[src/rtl/rsie_pkg.sv]
// ============================================================================
// rsie_pkg: shared definitions of the instruction executor
// Opcode and function codes, decoded operation kinds and the structures that
// travel between the front end, the back end and the result queue.
// ============================================================================
package rsie_pkg;

   localparam int unsigned REG_COUNT          = 32;
   localparam int unsigned RF_AW              = 5;
   localparam int unsigned DATA_DEPTH_DEFAULT = 256;
   localparam int unsigned QUEUE_DEPTH        = 2;
   localparam int unsigned QPTR_W             = 1;

   localparam logic [31:0] PC_RESET     = 32'h1000_0000;
   localparam logic [31:0] SYS_PRINT    = 32'd34;
   localparam logic [31:0] SYS_EXIT     = 32'd10;

   localparam logic [5:0] OPC_RTYPE = 6'b000000;
   localparam logic [5:0] OPC_J     = 6'b000010;
   localparam logic [5:0] OPC_BEQ   = 6'b000100;
   localparam logic [5:0] OPC_ADDIU = 6'b001001;
   localparam logic [5:0] OPC_LW    = 6'b100011;
   localparam logic [5:0] OPC_SW    = 6'b101011;

   localparam logic [5:0] FN_ADD     = 6'b100000;
   localparam logic [5:0] FN_SUB     = 6'b100010;
   localparam logic [5:0] FN_AND     = 6'b100100;
   localparam logic [5:0] FN_OR      = 6'b100101;
   localparam logic [5:0] FN_SLT     = 6'b101010;
   localparam logic [5:0] FN_SYSCALL = 6'b001100;

   typedef enum logic [3:0] {
      K_NOP, K_ADD, K_SUB, K_AND, K_OR, K_SLT, K_SYS,
      K_ADDIU, K_LW, K_SW, K_BEQ, K_J
   } kind_type;

   typedef struct packed {
      kind_type          kind;
      logic [RF_AW-1:0]  rs;
      logic [RF_AW-1:0]  rt;
      logic [RF_AW-1:0]  dest;
      logic [15:0]       imm;
      logic [25:0]       target;
   } dec_type;

   typedef struct packed {
      logic [31:0] next_pc;
      logic        print_valid;
      logic [31:0] print_value;
      logic        halted;
      logic        mem_fault;
   } rsp_type;

endpackage

[src/rtl/rsie_queue.sv]
// ============================================================================
// rsie_queue: two-entry queue
// Small first-in first-out buffer; a write and a read may share a cycle.
// ============================================================================
module rsie_queue
   import rsie_pkg::*;
#(
   parameter int unsigned WIDTH = 8
) (
   input  logic             clock,
   input  logic             reset,
   input  logic             wr_en,
   input  logic [WIDTH-1:0] wr_data,
   output logic             full,
   input  logic             rd_en,
   output logic [WIDTH-1:0] rd_data,
   output logic             empty
);

   logic [WIDTH-1:0]  slot_ff [QUEUE_DEPTH];
   logic [QPTR_W-1:0] wr_ptr_ff, wr_ptr_in;
   logic [QPTR_W-1:0] rd_ptr_ff, rd_ptr_in;
   logic [QPTR_W:0]   count_ff, count_in;
   logic              do_wr, do_rd;

   assign full    = (count_ff == (QPTR_W+1)'(QUEUE_DEPTH));
   assign empty   = (count_ff == '0);
   assign rd_data = slot_ff[rd_ptr_ff];
   assign do_wr   = wr_en && !full;
   assign do_rd   = rd_en && !empty;

   always_comb begin
      wr_ptr_in = do_wr ? wr_ptr_ff + 1'b1 : wr_ptr_ff;
      rd_ptr_in = do_rd ? rd_ptr_ff + 1'b1 : rd_ptr_ff;
      count_in  = count_ff + (QPTR_W+1)'(do_wr) - (QPTR_W+1)'(do_rd);
   end

   always_ff @(posedge clock) begin
      if (reset) begin
         wr_ptr_ff <= '0;
         rd_ptr_ff <= '0;
         count_ff  <= '0;
      end else begin
         wr_ptr_ff <= wr_ptr_in;
         rd_ptr_ff <= rd_ptr_in;
         count_ff  <= count_in;
      end
   end

   always_ff @(posedge clock) begin
      if (do_wr) begin
         slot_ff[wr_ptr_ff] <= wr_data;
      end
   end

endmodule

[config.mk]
export PLATFORM = sky130hd
export DESIGN_NAME = rsie_queue
export DESIGN_NICKNAME = d
export VERILOG_FILES = /design/src/rtl/rsie_pkg.sv /design/src/rtl/rsie_queue.sv
export SDC_FILE = /design/constraint.sdc
export NUM_CORES = 1
export LEC_CHECK = 0
export ABC_AREA = 1
export BUFFER_PORTS_ARGS = -buffer_cell sky130_fd_sc_hd__buf_4
export CORE_MARGIN = 4
export CORE_UTILIZATION = 50
export CTS_BUF_LIST = sky130_fd_sc_hd__clkbuf_16
export DETAILED_ROUTE_END_ITERATION = 10
export PLACE_DENSITY = 0.87
export SYNTH_ARGS = -nofsm -noshare
export SYNTH_HDL_FRONTEND = slang
export SYNTH_SLANG_ARGS = --single-unit
[constraint.sdc]
create_clock -name clock -period 2 [get_ports clock]
set_input_delay 0.2 -clock clock [delete_from_list [all_inputs] [get_ports clock]]
set_output_delay 0.2 -clock clock [all_outputs]
set_load 0.01 [all_outputs]
==> flow_metrics.py <==
metrics = {
    "route": {
        "route.final.wire_length_um": 1320,
        "vias": 518,
        "drc": 0,
        "detailedRoute.firstPassIterationCount": 4,
        "drt-wirelength-per-cell_um": 12.6,
        "ant_nets": 0,
        "drt_iter0_drc": 6,
        "drt-vias-per-instance": 4.93,
    },
    "sta": {
        "finalSetupTns_ns": 0,
        "rsz_0062_raised_after_global_routing": "no",
        "slew_headroom_pct": 66.6,
        "timing.fmax_mhz": 639,
        "timing.clock.skew_ns": 0.00204,
        "final.min_clock_period_ns": 1.57,
        "finalHoldViolations": 0,
        "tightest_slew_ns": 0.500,
        "finalSetupViolations": 0,
        "max_slew_violation_count": 0,
        "finalCritPeriodShare_pct": 78.3,
    },
    "yosys": {
        "synth_top_cell_by_area": "sky130_fd_sc_hd__edfxtp_1",
        "synthTopCellsByArea": "sky130_fd_sc_hd__edfxtp_1 (55%), sky130_fd_sc_hd__mux2_4 (14%), sky130_fd_sc_hd__dfxtp_1 (12%), sky130_fd_sc_hd__inv_1 (4.3%), sky130_fd_sc_hd__nand2_1 (3.5%)",
        "avgSynthCellArea_um2": 13.6,
        "library_cells_used_by_synthesis": 11,
        "synthCells": 64,
        "synth.ff_latch_count": 21,
        "count_of_yosys_warnings_during_synthesis": 0,
        "netlist.area_leader.share_pct": 55.3,
        "syn_area_um2": 868,
        "postSynthNetCount": 78,
        "synth_sequential_area_ratio_pct": 66.9,
    },
    "grt": {
        "grt_first_pass_wirelength_um": 2190,
        "grt_usage_pct": 12.3,
        "number_of_global_route_vias_before_repair": 534,
        "grt_overflow_total": 0,
        "maximum_number_of_pins_on_one_net_before_global_route_repair": 12,
        "grt_antenna_before_repair": 0,
    },
    "final_layout": {
        "diodes": 0,
        "nNetsFinal": 104,
        "layout.filler_cells": 117,
        "area_growth_pct": 29.1,
        "final_util_pct": 71.1,
        "layout-drive-gt1-share_pct": 39.3,
    },
    "clocking": {
        "clk_transition_reported_paths_ns": 0.05,
        "ctsResizeCount": 0,
        "numCtsBuffers": 3,
        "htree_levels": 1,
        "sinks_on_the_clock_net": 21,
        "postCtsSetupRepairBufs": 0,
        "clock_latency_ns": 0.25,
        "cts-hold-fix-buffers": 0,
        "clk_path_buf_depth": 2,
        "ctsRootBufferMaster": "sky130_fd_sc_hd__clkbuf_16",
        "cts_tree": "built",
    },
    "critical_path": {
        "worst-endpoint-arrival_ns": 1.37,
        "cp_cell_sequence": "mux2_4, buf_4",
        "crit_type": "register to output pin",
        "timing.critical_path.slowest_cell_delay_ns": 0.63,
        "worst_setup_path_end_kind": "output pin",
        "path_max_fanout": 8,
        "critical_path.startpoint_type": "register",
        "timing.reg2reg.setup_slack_ns": 0.46,
        "worstReg2RegEnd": "count_ff[1]",
        "worstRegToRegCells": 10,
        "critical_path_required_ns": 1.80,
        "crit_slowest_cell": "sky130_fd_sc_hd__dfxtp_1",
        "r2r_start": "count_ff[0]",
    },
    "die": {
        "die_width_um": 49.7,
        "io_pins": 22,
        "floorplan.rows": 14,
        "die_height_um": 49.7,
        "initial_core_util_pct": 55.1,
        "core_region_area_um2": 1580,
        "die-area_um2": 2470,
    },
    "placed_design": {
        "finalWeightedCongestion": 0.673,
        "portBuffers": 21,
        "dp_hpwl_um": 991,
    },
    "min_path": {
        "worst_hold_path.endpoint": "count_ff[0]",
        "min_from": "reset",
        "worst_hold_path_type": "input pin to register",
        "worst_hold_path.num_cells": 2,
    },
    "pwr": {
        "total_leakage_power_nw": 0.509,
        "cellPowerDensity_nw_per_um2": 1320,
        "peakVddDrop_mv": 0.824,
    },
    "flow_run": {
        "drv_cap": 0,
    },
    "status": {
        "run_status": "finished, final reports clean",
    },
}
[routing by layer]
| metal | wire length [um] | global-route usage [%] | part of all wire, % |
|---|---|---|---|
| met4 | 28 | 8.29 | 2.1 |
| met5 | 0 | 0 | 0 |
| met2 | 601 | 21.1 | 45 |
| met3 | 156 | 5.42 | 12 |
| met1 | 537 | 11.6 | 41 |
[kinds of logic after synthesis]
group / share of synthesized area [%]
buf+inv: 5.62
simple gates: 9.65
flops: 66.9
compound gates: 1.15
mux: 13.8
fa+ha+maj: 2.88
[power breakdown]
group          switching (mW)  leakage [nW]  internal [mW]  total [mW]
logic                   0.209         0.276          0.248       0.457
registers              0.0617         0.191          0.563       0.624
clock network           0.137        0.0423          0.266       0.402
total                   0.407         0.509           1.08        1.48
[worst max-delay path by stage]
stage	end	from	cells past startpoint
floorplan	count_ff[1]	count_ff[0]	10
global placement	count_ff[1]	count_ff[0]	10
detailed placement	count_ff[1]	count_ff[0]	10
CTS	rd_data[6]	register	2
global route	count_ff[1]	count_ff[0]	10
finish	rd_data[6]	register	2
[final cells by class]
| type | count | area [um2] | area share (%) |
|---|---|---|---|
| flip-flops and latches | 21 | 581 | 51.8 |
| multi-input cells | 32 | 239 | 21.3 |
| repair buffers | 22 | 165 | 14.7 |
| clock buffers | 3 | 75.1 | 6.70 |
| inverters | 10 | 37.5 | 3.35 |
| well taps | 16 | 20.0 | 1.79 |
| clock inverters | 1 | 3.75 | 0.335 |
[synthesized netlist by cell type]
master,number
sky130_fd_sc_hd__nor2_1,7
sky130_fd_sc_hd__dfxtp_1,5
sky130_fd_sc_hd__nand2_1,8
sky130_fd_sc_hd__edfxtp_1,16
sky130_fd_sc_hd__inv_1,10
sky130_fd_sc_hd__nand3_1,3
sky130_fd_sc_hd__buf_6,1
sky130_fd_sc_hd__ha_1,2
sky130_fd_sc_hd__mux2_4,8
sky130_fd_sc_hd__a21oi_1,2
sky130_fd_sc_hd__nor2_2,2
[sequential cells by signal (all words and copies together) (netlist names), named ones only]
signal / cells
slot_ff: 16
rd_ptr_ff: 1
count_ff: 2
wr_ptr_ff: 1
[per-stage QoR]
step,worst slack (ns),hold slack (ns),cell area (um2),instances,total power [mW]
finish,0.434,0.106,1120,105,1.48
global route,0.325,0.115,1120,105,1.58
CTS,0.416,0.102,1120,105,1.51
detailed placement,0.447,0.368,1040,101,1.10
global placement,0.524,0.365,1040,101,1.08
floorplan,0.577,0.271,868,64,0.925
[placed cells by master (no fill, tap or decap)]
cell                        instances
sky130_fd_sc_hd__buf_4             22
sky130_fd_sc_hd__nand3_1            3
sky130_fd_sc_hd__ha_1               2
sky130_fd_sc_hd__clkbuf_16          3
sky130_fd_sc_hd__edfxtp_1          16
sky130_fd_sc_hd__inv_1             11
sky130_fd_sc_hd__dfxtp_1            5
sky130_fd_sc_hd__mux2_4             8
sky130_fd_sc_hd__nor2_1             7
sky130_fd_sc_hd__a21oi_1            2
sky130_fd_sc_hd__nor2_2             2
sky130_fd_sc_hd__nand2_1            8
[worst max-delay path: cells and delay by family (launching register included)]
kind,cells,cell delay [ns]
flip-flops,1,0.63
buffers and inverters,1,0.14
multiplexers,1,0.34
(Power assumes the default switching activity.)
