$ cat config.mk
export PLATFORM = sky130hd
export DESIGN_NAME = rsie_front
export DESIGN_NICKNAME = d
export VERILOG_FILES = /design/src/rtl/rsie_pkg.sv /design/src/rtl/rsie_queue.sv /design/src/rtl/rsie_front.sv
export SDC_FILE = /design/constraint.sdc
export NUM_CORES = 1
export LEC_CHECK = 0
export BUFFER_PORTS_ARGS = -buffer_cell sky130_fd_sc_hd__buf_4
export CORE_MARGIN = 2
export CORE_UTILIZATION = 55
export CTS_BUF_LIST = sky130_fd_sc_hd__clkbuf_4
export DETAILED_ROUTE_END_ITERATION = 8
export GPL_TIMING_DRIVEN = 1
export HOLD_SLACK_MARGIN = 0.08
export PLACE_DENSITY = 0.8
export SLEW_MARGIN = 25
export SYNTH_ARGS = -nofsm -noshare
export SYNTH_HDL_FRONTEND = slang
export SYNTH_SLANG_ARGS = --single-unit
$ cat constraint.sdc
create_clock -name clock -period 8.3 [get_ports clock]
set_input_delay 1.245 -clock clock [delete_from_list [all_inputs] [get_ports clock]]
set_output_delay 1.245 -clock clock [all_outputs]
set_load 0.05 [all_outputs]
$ cat src/rtl/rsie_pkg.sv
// ============================================================================
// rsie_pkg: shared definitions of the instruction executor
// Opcode and function codes, decoded operation kinds and the structures that
// travel between the front end, the back end and the result queue.
// ============================================================================
package rsie_pkg;

   localparam int unsigned REG_COUNT          = 32;
   localparam int unsigned RF_AW              = 5;
   localparam int unsigned DATA_DEPTH_DEFAULT = 256;
   localparam int unsigned QUEUE_DEPTH        = 2;
   localparam int unsigned QPTR_W             = 1;

   localparam logic [31:0] PC_RESET     = 32'h1000_0000;
   localparam logic [31:0] SYS_PRINT    = 32'd34;
   localparam logic [31:0] SYS_EXIT     = 32'd10;

   localparam logic [5:0] OPC_RTYPE = 6'b000000;
   localparam logic [5:0] OPC_J     = 6'b000010;
   localparam logic [5:0] OPC_BEQ   = 6'b000100;
   localparam logic [5:0] OPC_ADDIU = 6'b001001;
   localparam logic [5:0] OPC_LW    = 6'b100011;
   localparam logic [5:0] OPC_SW    = 6'b101011;

   localparam logic [5:0] FN_ADD     = 6'b100000;
   localparam logic [5:0] FN_SUB     = 6'b100010;
   localparam logic [5:0] FN_AND     = 6'b100100;
   localparam logic [5:0] FN_OR      = 6'b100101;
   localparam logic [5:0] FN_SLT     = 6'b101010;
   localparam logic [5:0] FN_SYSCALL = 6'b001100;

   typedef enum logic [3:0] {
      K_NOP, K_ADD, K_SUB, K_AND, K_OR, K_SLT, K_SYS,
      K_ADDIU, K_LW, K_SW, K_BEQ, K_J
   } kind_type;

   typedef struct packed {
      kind_type          kind;
      logic [RF_AW-1:0]  rs;
      logic [RF_AW-1:0]  rt;
      logic [RF_AW-1:0]  dest;
      logic [15:0]       imm;
      logic [25:0]       target;
   } dec_type;

   typedef struct packed {
      logic [31:0] next_pc;
      logic        print_valid;
      logic [31:0] print_value;
      logic        halted;
      logic        mem_fault;
   } rsp_type;

endpackage

$ cat src/rtl/rsie_queue.sv
// ============================================================================
// rsie_queue: two-entry queue
// Small first-in first-out buffer; a write and a read may share a cycle.
// ============================================================================
module rsie_queue
   import rsie_pkg::*;
#(
   parameter int unsigned WIDTH = 8
) (
   input  logic             clock,
   input  logic             reset,
   input  logic             wr_en,
   input  logic [WIDTH-1:0] wr_data,
   output logic             full,
   input  logic             rd_en,
   output logic [WIDTH-1:0] rd_data,
   output logic             empty
);

   logic [WIDTH-1:0]  slot_ff [QUEUE_DEPTH];
   logic [QPTR_W-1:0] wr_ptr_ff, wr_ptr_in;
   logic [QPTR_W-1:0] rd_ptr_ff, rd_ptr_in;
   logic [QPTR_W:0]   count_ff, count_in;
   logic              do_wr, do_rd;

   assign full    = (count_ff == (QPTR_W+1)'(QUEUE_DEPTH));
   assign empty   = (count_ff == '0);
   assign rd_data = slot_ff[rd_ptr_ff];
   assign do_wr   = wr_en && !full;
   assign do_rd   = rd_en && !empty;

   always_comb begin
      wr_ptr_in = do_wr ? wr_ptr_ff + 1'b1 : wr_ptr_ff;
      rd_ptr_in = do_rd ? rd_ptr_ff + 1'b1 : rd_ptr_ff;
      count_in  = count_ff + (QPTR_W+1)'(do_wr) - (QPTR_W+1)'(do_rd);
   end

   always_ff @(posedge clock) begin
      if (reset) begin
         wr_ptr_ff <= '0;
         rd_ptr_ff <= '0;
         count_ff  <= '0;
      end else begin
         wr_ptr_ff <= wr_ptr_in;
         rd_ptr_ff <= rd_ptr_in;
         count_ff  <= count_in;
      end
   end

   always_ff @(posedge clock) begin
      if (do_wr) begin
         slot_ff[wr_ptr_ff] <= wr_data;
      end
   end

endmodule

$ cat src/rtl/rsie_front.sv
// ============================================================================
// rsie_front: instruction decode and issue queue
// Classifies each accepted instruction word and buffers it for the back end.
// ============================================================================
module rsie_front
   import rsie_pkg::*;
(
   input  logic        clock,
   input  logic        reset,
   input  logic        in_valid,
   input  logic [31:0] instr,
   output logic        q_full,
   input  logic        deq,
   output dec_type     head,
   output logic        head_valid
);

   dec_type     dec;
   logic        q_empty;
   logic [5:0]  opc, funct;

   assign opc   = instr[31:26];
   assign funct = instr[5:0];

   always_comb begin
      dec.kind   = K_NOP;
      dec.rs     = instr[25:21];
      dec.rt     = instr[20:16];
      dec.dest   = instr[15:11];
      dec.imm    = instr[15:0];
      dec.target = instr[25:0];
      case (opc)
         OPC_RTYPE: begin
            if (funct == FN_SYSCALL) begin
               // The system call reads its code and argument through the
               // ordinary operand ports.
               dec.kind = K_SYS;
               dec.rs   = RF_AW'(2);
               dec.rt   = RF_AW'(4);
            end else if (dec.dest != '0) begin
               case (funct)
                  FN_ADD:  dec.kind = K_ADD;
                  FN_SUB:  dec.kind = K_SUB;
                  FN_AND:  dec.kind = K_AND;
                  FN_OR:   dec.kind = K_OR;
                  FN_SLT:  dec.kind = K_SLT;
                  default: dec.kind = K_NOP;
               endcase
            end
         end
         OPC_J:     dec.kind = K_J;
         OPC_ADDIU: begin
            dec.kind = K_ADDIU;
            dec.dest = instr[20:16];
         end
         OPC_LW: begin
            dec.kind = K_LW;
            dec.dest = instr[20:16];
         end
         OPC_SW:    dec.kind = K_SW;
         OPC_BEQ:   dec.kind = K_BEQ;
         default:   dec.kind = K_NOP;
      endcase
   end

   rsie_queue #(.WIDTH($bits(dec_type))) u_issue_q (
      .clock   (clock),
      .reset   (reset),
      .wr_en   (in_valid),
      .wr_data (dec),
      .full    (q_full),
      .rd_en   (deq),
      .rd_data (head),
      .empty   (q_empty)
   );

   assign head_valid = !q_empty;

endmodule

==> results.json, run 1 <==
{
  "place_inst": 409,
  "hold_path.class": "reg2reg",
  "min_from": "u_issue_q.rd_ptr_ff",
  "fin_skew_ns": 0.0140,
  "path_class": "reg2out",
  "grt-ovfl-total": 0,
  "finalNetCount": 362,
  "power_density_nw_per_um2": 352,
  "placementRows": 30,
  "drv_cap": 0,
  "core_sq_um": 6870,
  "syn-num-nets": 275,
  "min_period_ns": 3.08,
  "ys_seq_area_share_pct": 70.7,
  "cp.arrival_ns": 1.83,
  "critPathTopFamily": "flip-flops",
  "grt_usage_pct": 18.3,
  "die-area_sq_um": 7910,
  "worst_pin_slew_ns": 0.637,
  "r2r_end": "u_issue_q.count_ff[1]",
  "synth_top_flop_cell": "edfxtp_1",
  "synth_edf_count": 90,
  "clockBufferDepth": 2,
  "synth_area_sq_um": 3970,
  "maxSlewHeadroom_pct": 57.2,
  "antenna_found_initial": 0,
  "die_w_microns": 88.9,
  "ff2ff_path_depth": 8,
  "pin_count": 99,
  "fin_cells": 425,
  "rsz0062_at_grt": "false",
  "worstSkewPairLatency_ns": 0.43,
  "drt_pass1_iterations": 4,
  "synthDistinctLibCells": 35,
  "cp_cell_sequence": "mux2_2 -> buf_4",
  "total_leakage_power_nw": 1.83,
  "async_reset_ff_share_pct": 0,
  "clock.fmax_mhz": 325,
  "combPwrFrac_pct": 46.7,
  "fin_crit_sh_pct": 37.1,
  "seqPwrFrac_pct": 39.3,
  "synthCells": 237,
  "synthTopCellsByArea": "edfxtp_1, mux2_2, buf_4",
  "hpwl_microns": 4580,
  "globalplace.congestion": 0.764,
  "numCtsBuffers": 9,
  "timing.rr.start": "u_issue_q.count_ff[1]",
  "htreeDepth": 3,
  "critPathMaxFanout": 45,
  "cts_resized": 0,
  "root_buffer": "clkbuf_4",
  "syn_avg_cell_area_sq_um": 16.7,
  "clock_sink_count": 95,
  "swShare_pct": 43.3,
  "setup_viol": 0,
  "avgRoutedWirePerCell_microns": 16.6,
  "drt_iter0_drc": 77,
  "vias_per_cell": 5.30,
  "die_y_microns": 88.9,
  "n_antenna_cell": 0,
  "cpPeakStageDelay_ns": 0.77,
  "clock_power_share_pct": 14.0,
  "ir_drop_mv": 0.170,
  "p_sw_uw": 734,
  "critical_path.startpoint_type": "flip-flop",
  "post-cts-setup-buffers": 0,
  "hold_buffers": 0,
  "grt_max_degree": 46,
  "tritoncts": "built",
  "drc": 0,
  "outcome": "complete, no violations",
  "hold_depth": 2,
  "hold_viol": 0,
  "synth_top_area_share_pct": 68.1,
  "ant_nets": 0,
  "r2r_slack_ns": 6.48,
  "syn_to_final_growth_pct": 21.6,
  "layout-drive-gt1-share_pct": 51.7,
  "port_buffers": 98,
  "grt_pass1_vias": 2208,
  "p_int_uw": 962,
  "worst-path-buf-inv": 1,
  "fin_util_pct": 70.2,
  "setup-tns-final_ns": 0,
  "worst_path_max_delay_cell": "dfxtp_4",
  "slew_viol_final": 0,
  "grt_pass1_wl_microns": 10500,
  "wirelength_microns": 7050,
  "synth_area_leader_cell": "edfxtp_1",
  "yosys_register_bits": 95,
  "start_util_pct": 57.7,
  "critPathRequiredTime_ns": 7.05,
  "cts.clk_slew.worst_paths_ns": 0.13,
  "vias": 2252,
  "crit_path_end_kind": "output pin",
  "ys_warn_count": 0
}
## worst max path at each step
| stage | startpoint | to | slack [ns] | depth (start not counted) |
|---|---|---|---|---|
| floorplan | in_valid | u_issue_q.slot_ff[0][16] | 4.63 | 2 |
| global placement | flip-flop | head[1] | 5.34 | 2 |
| detailed placement | instr[26] | u_issue_q.slot_ff[0][55] | 5.46 | 5 |
| CTS | flip-flop | head[11] | 5.17 | 2 |
| global route | flip-flop | head[11] | 5.13 | 2 |
| finish | flip-flop | head[11] | 5.22 | 2 |
## sequential cells by signal, indices dropped and copies added (netlist names), named ones only
name                 cells
u_issue_q.slot_ff       90
u_issue_q.count_ff       2
u_issue_q.wr_ptr_ff      1
u_issue_q.rd_ptr_ff      1
## per-layer routing
layer	routed length, microns	vias to the layer above	GRT usage (%)
met4	150	0	8.95
li1	-	1059	-
met3	352	11	3.60
met2	3720	68	32.4
met1	2830	1114	21.2
met5	0	-	0
## power groups by stage
stage	Combinational, mW	Sequential [mW]	Clock (mW)
after detailed placement	0.798	0.681	0
final	0.792	0.667	0.237
after CTS	0.800	0.670	0.243
after floorplan	0.641	0.643	0
after global placement	0.791	0.677	0
after global routing	0.829	0.678	0.259
## cell usage in the layout, fill, tap and decap left out, types with 3 or more instances in the layout
cell	netlist	routed
nor3_1	3	3
mux2_2	50	50
or2_2	3	3
dfxtp_1	5	4
clkinv_1	0	3
nor2b_1	11	11
a21oi_1	3	3
clkbuf_4	0	9
buf_4	16	99
nor2_1	9	8
xor2_1	3	3
inv_1	5	5
edfxtp_1	90	90
## synth_stat cells (all sizes together), types with 4 or more instances
cell     n
edfxtp  90
mux2    50
buf     22
nor2b   11
nor2     9
dfxtp    5
inv      5
o21ai    4
## final cells by class
class                           instances  area (sq um)
Tap cell                               96           120
Clock inverter                          7          62.6
Clock buffer                            9          67.6
Timing Repair Buffer                   99           743
Sequential cell                        95          2810
Multi-Input combinational cell        114          1000
Fill cell                             493          2050
Inverter                                5          18.8
## worst min-delay path, stage by stage, from the launching register on
cell and delay (ns):
dfxtp_1 0.35, xnor2_1 0.09, nor2_1 0.08
## through the flow
stage               total power [mW]  cell area, sq um  setup slack, ns  hold WS, ns
floorplan                       1.28              3970             4.63        0.481
global route                    1.77              4820             5.13        0.594
finish                          1.70              4820             5.22        0.536
CTS                             1.71              4820             5.17        0.539
detailed placement              1.48              4690             5.46        0.504
global placement                1.47              4690             5.34        0.502
## cell families after synthesis
kind of cell | synth area share, %
mux | 14.2
buf+inv | 4.35
xor+xnor | 1.10
simple gates | 7.07
fa+ha+maj | 0.631
compound gates | 1.99
flops | 70.7
(Power assumes the default switching activity.)
==> run 2, diff against run 1 <==
--- a/config.mk
+++ b/config.mk
@@ -7,12 +7,12 @@
 export LEC_CHECK = 0
 export BUFFER_PORTS_ARGS = -buffer_cell sky130_fd_sc_hd__buf_4
 export CORE_MARGIN = 2
-export CORE_UTILIZATION = 55
+export CORE_UTILIZATION = 50
 export CTS_BUF_LIST = sky130_fd_sc_hd__clkbuf_4
 export DETAILED_ROUTE_END_ITERATION = 8
 export GPL_TIMING_DRIVEN = 1
 export HOLD_SLACK_MARGIN = 0.08
-export PLACE_DENSITY = 0.8
+export PLACE_DENSITY = 0.77
 export SLEW_MARGIN = 25
 export SYNTH_ARGS = -nofsm -noshare
 export SYNTH_HDL_FRONTEND = slang
==> constraint.sdc (replaced) <==
create_clock -name clock -period 2.6 [get_ports clock]
set_input_delay 0.39 -clock clock [delete_from_list [all_inputs] [get_ports clock]]
set_output_delay 0.39 -clock clock [all_outputs]
set_load 0.05 [all_outputs]
==> run 2 against run 1 <==
Net effect:
- non-clock buffer count increased by 2
- combinational power rose to 3.4 times the previous value
- clock skew increased by 0.0022 ns
- critical path type unchanged
- clock power rose to 3.4 times the previous value
==> results.json, run 2 (synthesized netlist as in run 1, its figures left out) <==
{
  "outcome": "complete, no violations",
  "n_antenna_cell": 0,
  "finalNetCount": 364,
  "largest_reg_flops": 90,
  "place_inst": 417,
  "syn_to_final_growth_pct": 23.0,
  "post_dp_cell_area_sq_um": 4730,
  "critical_path.startpoint_type": "flip-flop",
  "maxSlewHeadroom_pct": 58.8,
  "placementRows": 32,
  "timing.final.ws_setup_ns": 0.563,
  "hpwl_microns": 4610,
  "critPathRequiredTime_ns": 2.21,
  "post-cts-setup-buffers": 0,
  "port_buffers": 98,
  "grt_pass1_vias": 2203,
  "power_density_nw_per_um2": 1130,
  "worst_path_max_delay_cell": "mux2_2",
  "fin_skew_ns": 0.0162,
  "min_from": "instr[10]",
  "core_sq_um": 7690,
  "hold_depth": 1,
  "pin_count": 99,
  "worstSkewPairLatency_ns": 0.44,
  "drt_iter0_drc": 75,
  "wirelength_microns": 6950,
  "avgRoutedWirePerCell_microns": 16.0,
  "hold_path.class": "in2reg",
  "grt-ovfl-total": 0,
  "cp_cell_sequence": "buf_12 -> mux2_2 -> buf_4",
  "layout-drive-gt1-share_pct": 52.9,
  "fin_util_pct": 63.5,
  "cts_resized": 0,
  "multi_input_area_sq_um": 1000,
  "top_register": "u_issue_q.slot_ff",
  "crit_path_end_kind": "output pin",
  "vias_per_cell": 5.15,
  "r2r_end": "u_issue_q.count_ff[1]",
  "grt_pass1_wl_microns": 10700,
  "die_y_microns": 93.1,
  "layout_common_cells": "buf_4, edfxtp_1, mux2_2",
  "total_leakage_power_nw": 1.84,
  "antenna_found_initial": 0,
  "layout_commonest_cell": "buf_4",
  "critPathTopFamily": "buffers and inverters",
  "fin_cells": 433,
  "cts.clk_slew.worst_paths_ns": 0.16,
  "tritoncts": "built",
  "rsz0062_at_grt": "false",
  "setup_viol": 0,
  "nFillCells": 579,
  "fin_area_sq_um": 4880,
  "drv_cap": 0,
  "post-place-ws_ns": 0.653,
  "die-area_sq_um": 8660,
  "regArea_sq_um": 2800,
  "clock.fmax_mhz": 491,
  "cp.arrival_ns": 1.65,
  "fin_crit_sh_pct": 78.3,
  "timing.hold.ws_ns": 0.118,
  "root_buffer": "clkbuf_4",
  "timing.rr.start": "u_issue_q.count_ff[1]",
  "ff2ff_path_depth": 8,
  "globalplace.congestion": 0.858,
  "die_w_microns": 93.1,
  "clockBufferDepth": 2,
  "worst_pin_slew_ns": 0.618,
  "numCtsBuffers": 9,
  "path_class": "reg2out",
  "ir_drop_mv": 0.582,
  "setup-tns-final_ns": 0,
  "hold_path_end": "u_issue_q.slot_ff[1][36]",
  "vias": 2229,
  "power_mw": 5.50,
  "grt_max_degree": 46,
  "hold_viol": 0,
  "top_regs": "u_issue_q.slot_ff: 90 flops, u_issue_q.count_ff: 2 flops",
  "cpPeakStageDelay_ns": 0.40,
  "start_util_pct": 51.6,
  "critPathMaxFanout": 45,
  "drc": 0,
  "clock_sink_count": 95,
  "drt_pass1_iterations": 4,
  "htreeDepth": 3,
  "min_period_ns": 2.04,
  "hold_buffers": 0,
  "grt_usage_pct": 16.5,
  "r2r_slack_ns": 0.82,
  "slew_viol_final": 0,
  "worst-path-buf-inv": 2,
  "ant_nets": 0
}
## run 2: routing by layer
layer | part of all wire (%) | GRT usage (%) | vias to the layer above
met2 | 52 | 28.7 | 60
li1 | - | - | 1066
met4 | 1.9 | 6.99 | 0
met1 | 40 | 19.1 | 1095
met5 | 0 | 0 | -
met3 | 5.7 | 4.67 | 8
## run 2: layout make-up
type | instances | area share [%]
multi-input combinational | 114 | 20.5
clock buffer | 9 | 1.38
inverter | 5 | 0.385
clock inverter | 7 | 1.62
sequential | 95 | 57.5
timing repair buffer | 101 | 16.1
tap | 102 | 2.62
## run 2: worst reg2reg max path, delay by kind of cell, from the launching register on
| kind | cells | cell delay (ns) |
|---|---|---|
| xor+xnor | 2 | 0.30 |
| simple gates | 3 | 0.54 |
| buf+inv | 1 | 0.06 |
| fa+ha+maj | 2 | 0.43 |
| flops | 1 | 0.36 |
## run 2: worst max path at each step
stage	start	end	slack, ns	cells after the start
after CTS	flip-flop	head[9]	0.52	3
after global placement	instr[11]	u_issue_q.slot_ff[0][59]	0.73	5
after floorplan	u_issue_q.count_ff[0]	u_issue_q.slot_ff[0][16]	0.47	3
after detailed placement	instr[26]	u_issue_q.slot_ff[0][55]	0.65	5
after global routing	flip-flop	head[40]	0.48	3
final	flip-flop	head[59]	0.56	3
## run 2: power breakdown
group | switching (mW) | internal (mW) | total (mW) | leakage, nW
registers | 0.0636 | 1.97 | 2.03 | 0.884
clock network | 0.497 | 0.303 | 0.800 | 0.0696
logic | 1.82 | 0.847 | 2.67 | 0.891
==> run 3, diff against run 2 <==
==> constraint.sdc (replaced) <==
create_clock -name clock -period 1.8 [get_ports clock]
set_input_delay 0.27 -clock clock [delete_from_list [all_inputs] [get_ports clock]]
set_output_delay 0.27 -clock clock [all_outputs]
set_load 0.05 [all_outputs]
==> run 3 against run 2 <==
Net effect:
- the run now ends with negative setup slack left
- first-iteration DRC count increased by 71%
- wire length increased by 21%
- sequential cell count is the same
- worst setup slack lost 0.65 ns
- count of clock-buffer cells in the layout up 1
- final cell count is 8.1% higher
- via count rose by 8.6%
- utilization rose by 10 points
- hold slack improved by 0.038 ns
- combinational power increased by 78%
- critical path type unchanged
- largest cell class unchanged
==> results.json, run 3 (synthesized netlist as in run 1, its figures left out) <==
{
  "outcome": "finished, violations left",
  "violations": "negative setup slack",
  "grt_pass1_vias": 2402,
  "placementRows": 32,
  "drc": 0,
  "fin_crit_sh_pct": 105,
  "power_mw": 9.11,
  "tritoncts": "built",
  "die-area_sq_um": 8660,
  "die_y_microns": 93.1,
  "drv_cap": 0,
  "port_buffers": 98,
  "start_util_pct": 51.6,
  "cp_cell_sequence": "buf_12 -> mux2_2 -> buf_4",
  "die_w_microns": 93.1,
  "htreeDepth": 3,
  "worst_pin_slew_ns": 0.531,
  "globalplace.congestion": 0.807,
  "cts.clk_slew.worst_paths_ns": 0.13,
  "pin_count": 99,
  "min_period_ns": 1.89,
  "worst-path-buf-inv": 2,
  "nFillCells": 485,
  "grt_pass1_wl_microns": 11900,
  "clock.fmax_mhz": 529,
  "hold_viol": 0,
  "numCtsBuffers": 9,
  "hpwl_microns": 4790,
  "grt_usage_pct": 18.3,
  "avgRoutedWirePerCell_microns": 18.0,
  "critical_path.startpoint_type": "flip-flop",
  "layout-drive-gt1-share_pct": 50.0,
  "setup-tns-final_ns": -3.32,
  "post_dp_cell_area_sq_um": 4780,
  "worst_path_max_delay_cell": "dfxtp_4",
  "n_antenna_cell": 0,
  "vias_per_cell": 5.17,
  "clockBufferDepth": 2,
  "setup_viol": 61,
  "crit_path_end_kind": "output pin",
  "path_class": "reg2out",
  "clock_sink_count": 95,
  "finalNetCount": 400,
  "grt_max_degree": 46,
  "antenna_found_initial": 0,
  "cpPeakStageDelay_ns": 0.49,
  "layout_commonest_cell": "edfxtp_1",
  "wirelength_microns": 8400,
  "fin_area_sq_um": 5690,
  "cp.arrival_ns": 1.62,
  "fin_skew_ns": 0.0141,
  "largest_reg_flops": 90,
  "drt_pass1_iterations": 4,
  "min_from": "instr[30]",
  "layout_common_cells": "edfxtp_1, buf_4, buf_6",
  "critPathTopFamily": "flip-flops",
  "hold_path.class": "in2reg",
  "slew_viol_final": 0,
  "timing.final.ws_setup_ns": -0.0903,
  "syn_to_final_growth_pct": 43.3,
  "critPathMaxFanout": 8,
  "core_sq_um": 7690,
  "power_density_nw_per_um2": 1600,
  "root_buffer": "clkbuf_4",
  "drt_iter0_drc": 128,
  "top_register": "u_issue_q.slot_ff",
  "timing.rr.start": "u_issue_q.count_ff[1]",
  "top_regs": "u_issue_q.slot_ff: 90 flops, u_issue_q.count_ff: 2 flops",
  "ant_nets": 0,
  "worstSkewPairLatency_ns": 0.43,
  "total_leakage_power_nw": 2.23,
  "ir_drop_mv": 0.769,
  "critPathRequiredTime_ns": 1.53,
  "maxSlewHeadroom_pct": 64.1,
  "grt-ovfl-total": 0,
  "rsz0062_at_grt": "true",
  "vias": 2421
}
[run 3: cell count changes in the layout (fill, tap and decap cells not counted), moves of 3 or more]
| cell | before | now |
|---|---|---|
| dlygate4sd3_1 | 0 | 27 |
| clkinvlp_4 | 3 | 0 |
| buf_6 | 0 | 45 |
| inv_6 | 3 | 0 |
| buf_4 | 99 | 48 |
| mux2_2 | 50 | 23 |
| buf_8 | 0 | 10 |
| mux2_4 | 0 | 27 |
[run 3: path summary, 6_finish.rpt]
path | depth (start not counted) | end | slack, ns
hold / removal | 2 | u_issue_q.slot_ff[0][60] | 0.16
hold reg to reg | 2 | flip-flop | 0.54
setup reg to reg | 8 | u_issue_q.count_ff[1] | 0.09
setup / recovery | 3 | head[2] | -0.09
[run 3: metal layers]
layer  routed length [microns]  vias to the layer above  track usage [%]
met5                         0                        -                0
met4                       136                        0             8.70
met3                       429                       12             3.79
met2                      4410                       75             31.1
met1                      3430                     1203             22.5
li1                          -                     1131                -
[run 3: stage by stage]
| stage | hold WS, ns | instances | setup WS, ns | utilization, % |
|---|---|---|---|---|
| 3_5_place_dp | 0.458 | 421 | 0.00998 | 62.2 |
| 6_report | 0.155 | 468 | -0.0903 | 74.0 |
| 5_1_grt | 0.132 | 468 | -0.156 | 74.0 |
| 4_1_cts | 0.140 | 464 | -0.0947 | 70.1 |
| 2_1_floorplan | 0.342 | 237 | 0.0125 | - |
| 3_3_place_gp | 0.456 | 421 | 0.0416 | 62.2 |
[run 3: final cells by class]
type	count	area [sq um]	share of cell area, %
multi-input cells	114	1110	19.6
clock buffers	10	75.1	1.32
flip-flops and latches	95	2810	49.4
repair buffers	137	1450	25.4
clock inverters	5	97.6	1.72
inverters	5	18.8	0.330
well taps	102	128	2.24
[run 3: worst reg2reg max path, stage by stage, from the launching register on]
cell and delay, ns:
dfxtp_2 0.36, or2_4 0.25, and2_4 0.16, ha_1 0.26, inv_1 0.04, ha_1 0.17, xor2_1 0.17, xnor2_1 0.16
nor2_1 0.05
[run 3: where the power goes]
part / internal [mW] / switching (mW)
combinational: 1.92 / 2.83
sequential: 2.85 / 0.143
clock: 0.704 / 0.666
total: 5.47 / 3.64
[run 3: repair_timing]
| item | 4_1_cts | 5_1_grt |
|---|---|---|
| hold buffers | 27 | 0 |
| resized for setup | 39 | 61 |
| buffers inserted | 0 | 2 |
| gates cloned | 1 | 2 |
| hold endpoints to repair | 57 | 0 |
| setup endpoints to repair | 61 | 64 |
| pin swaps | 0 | 4 |
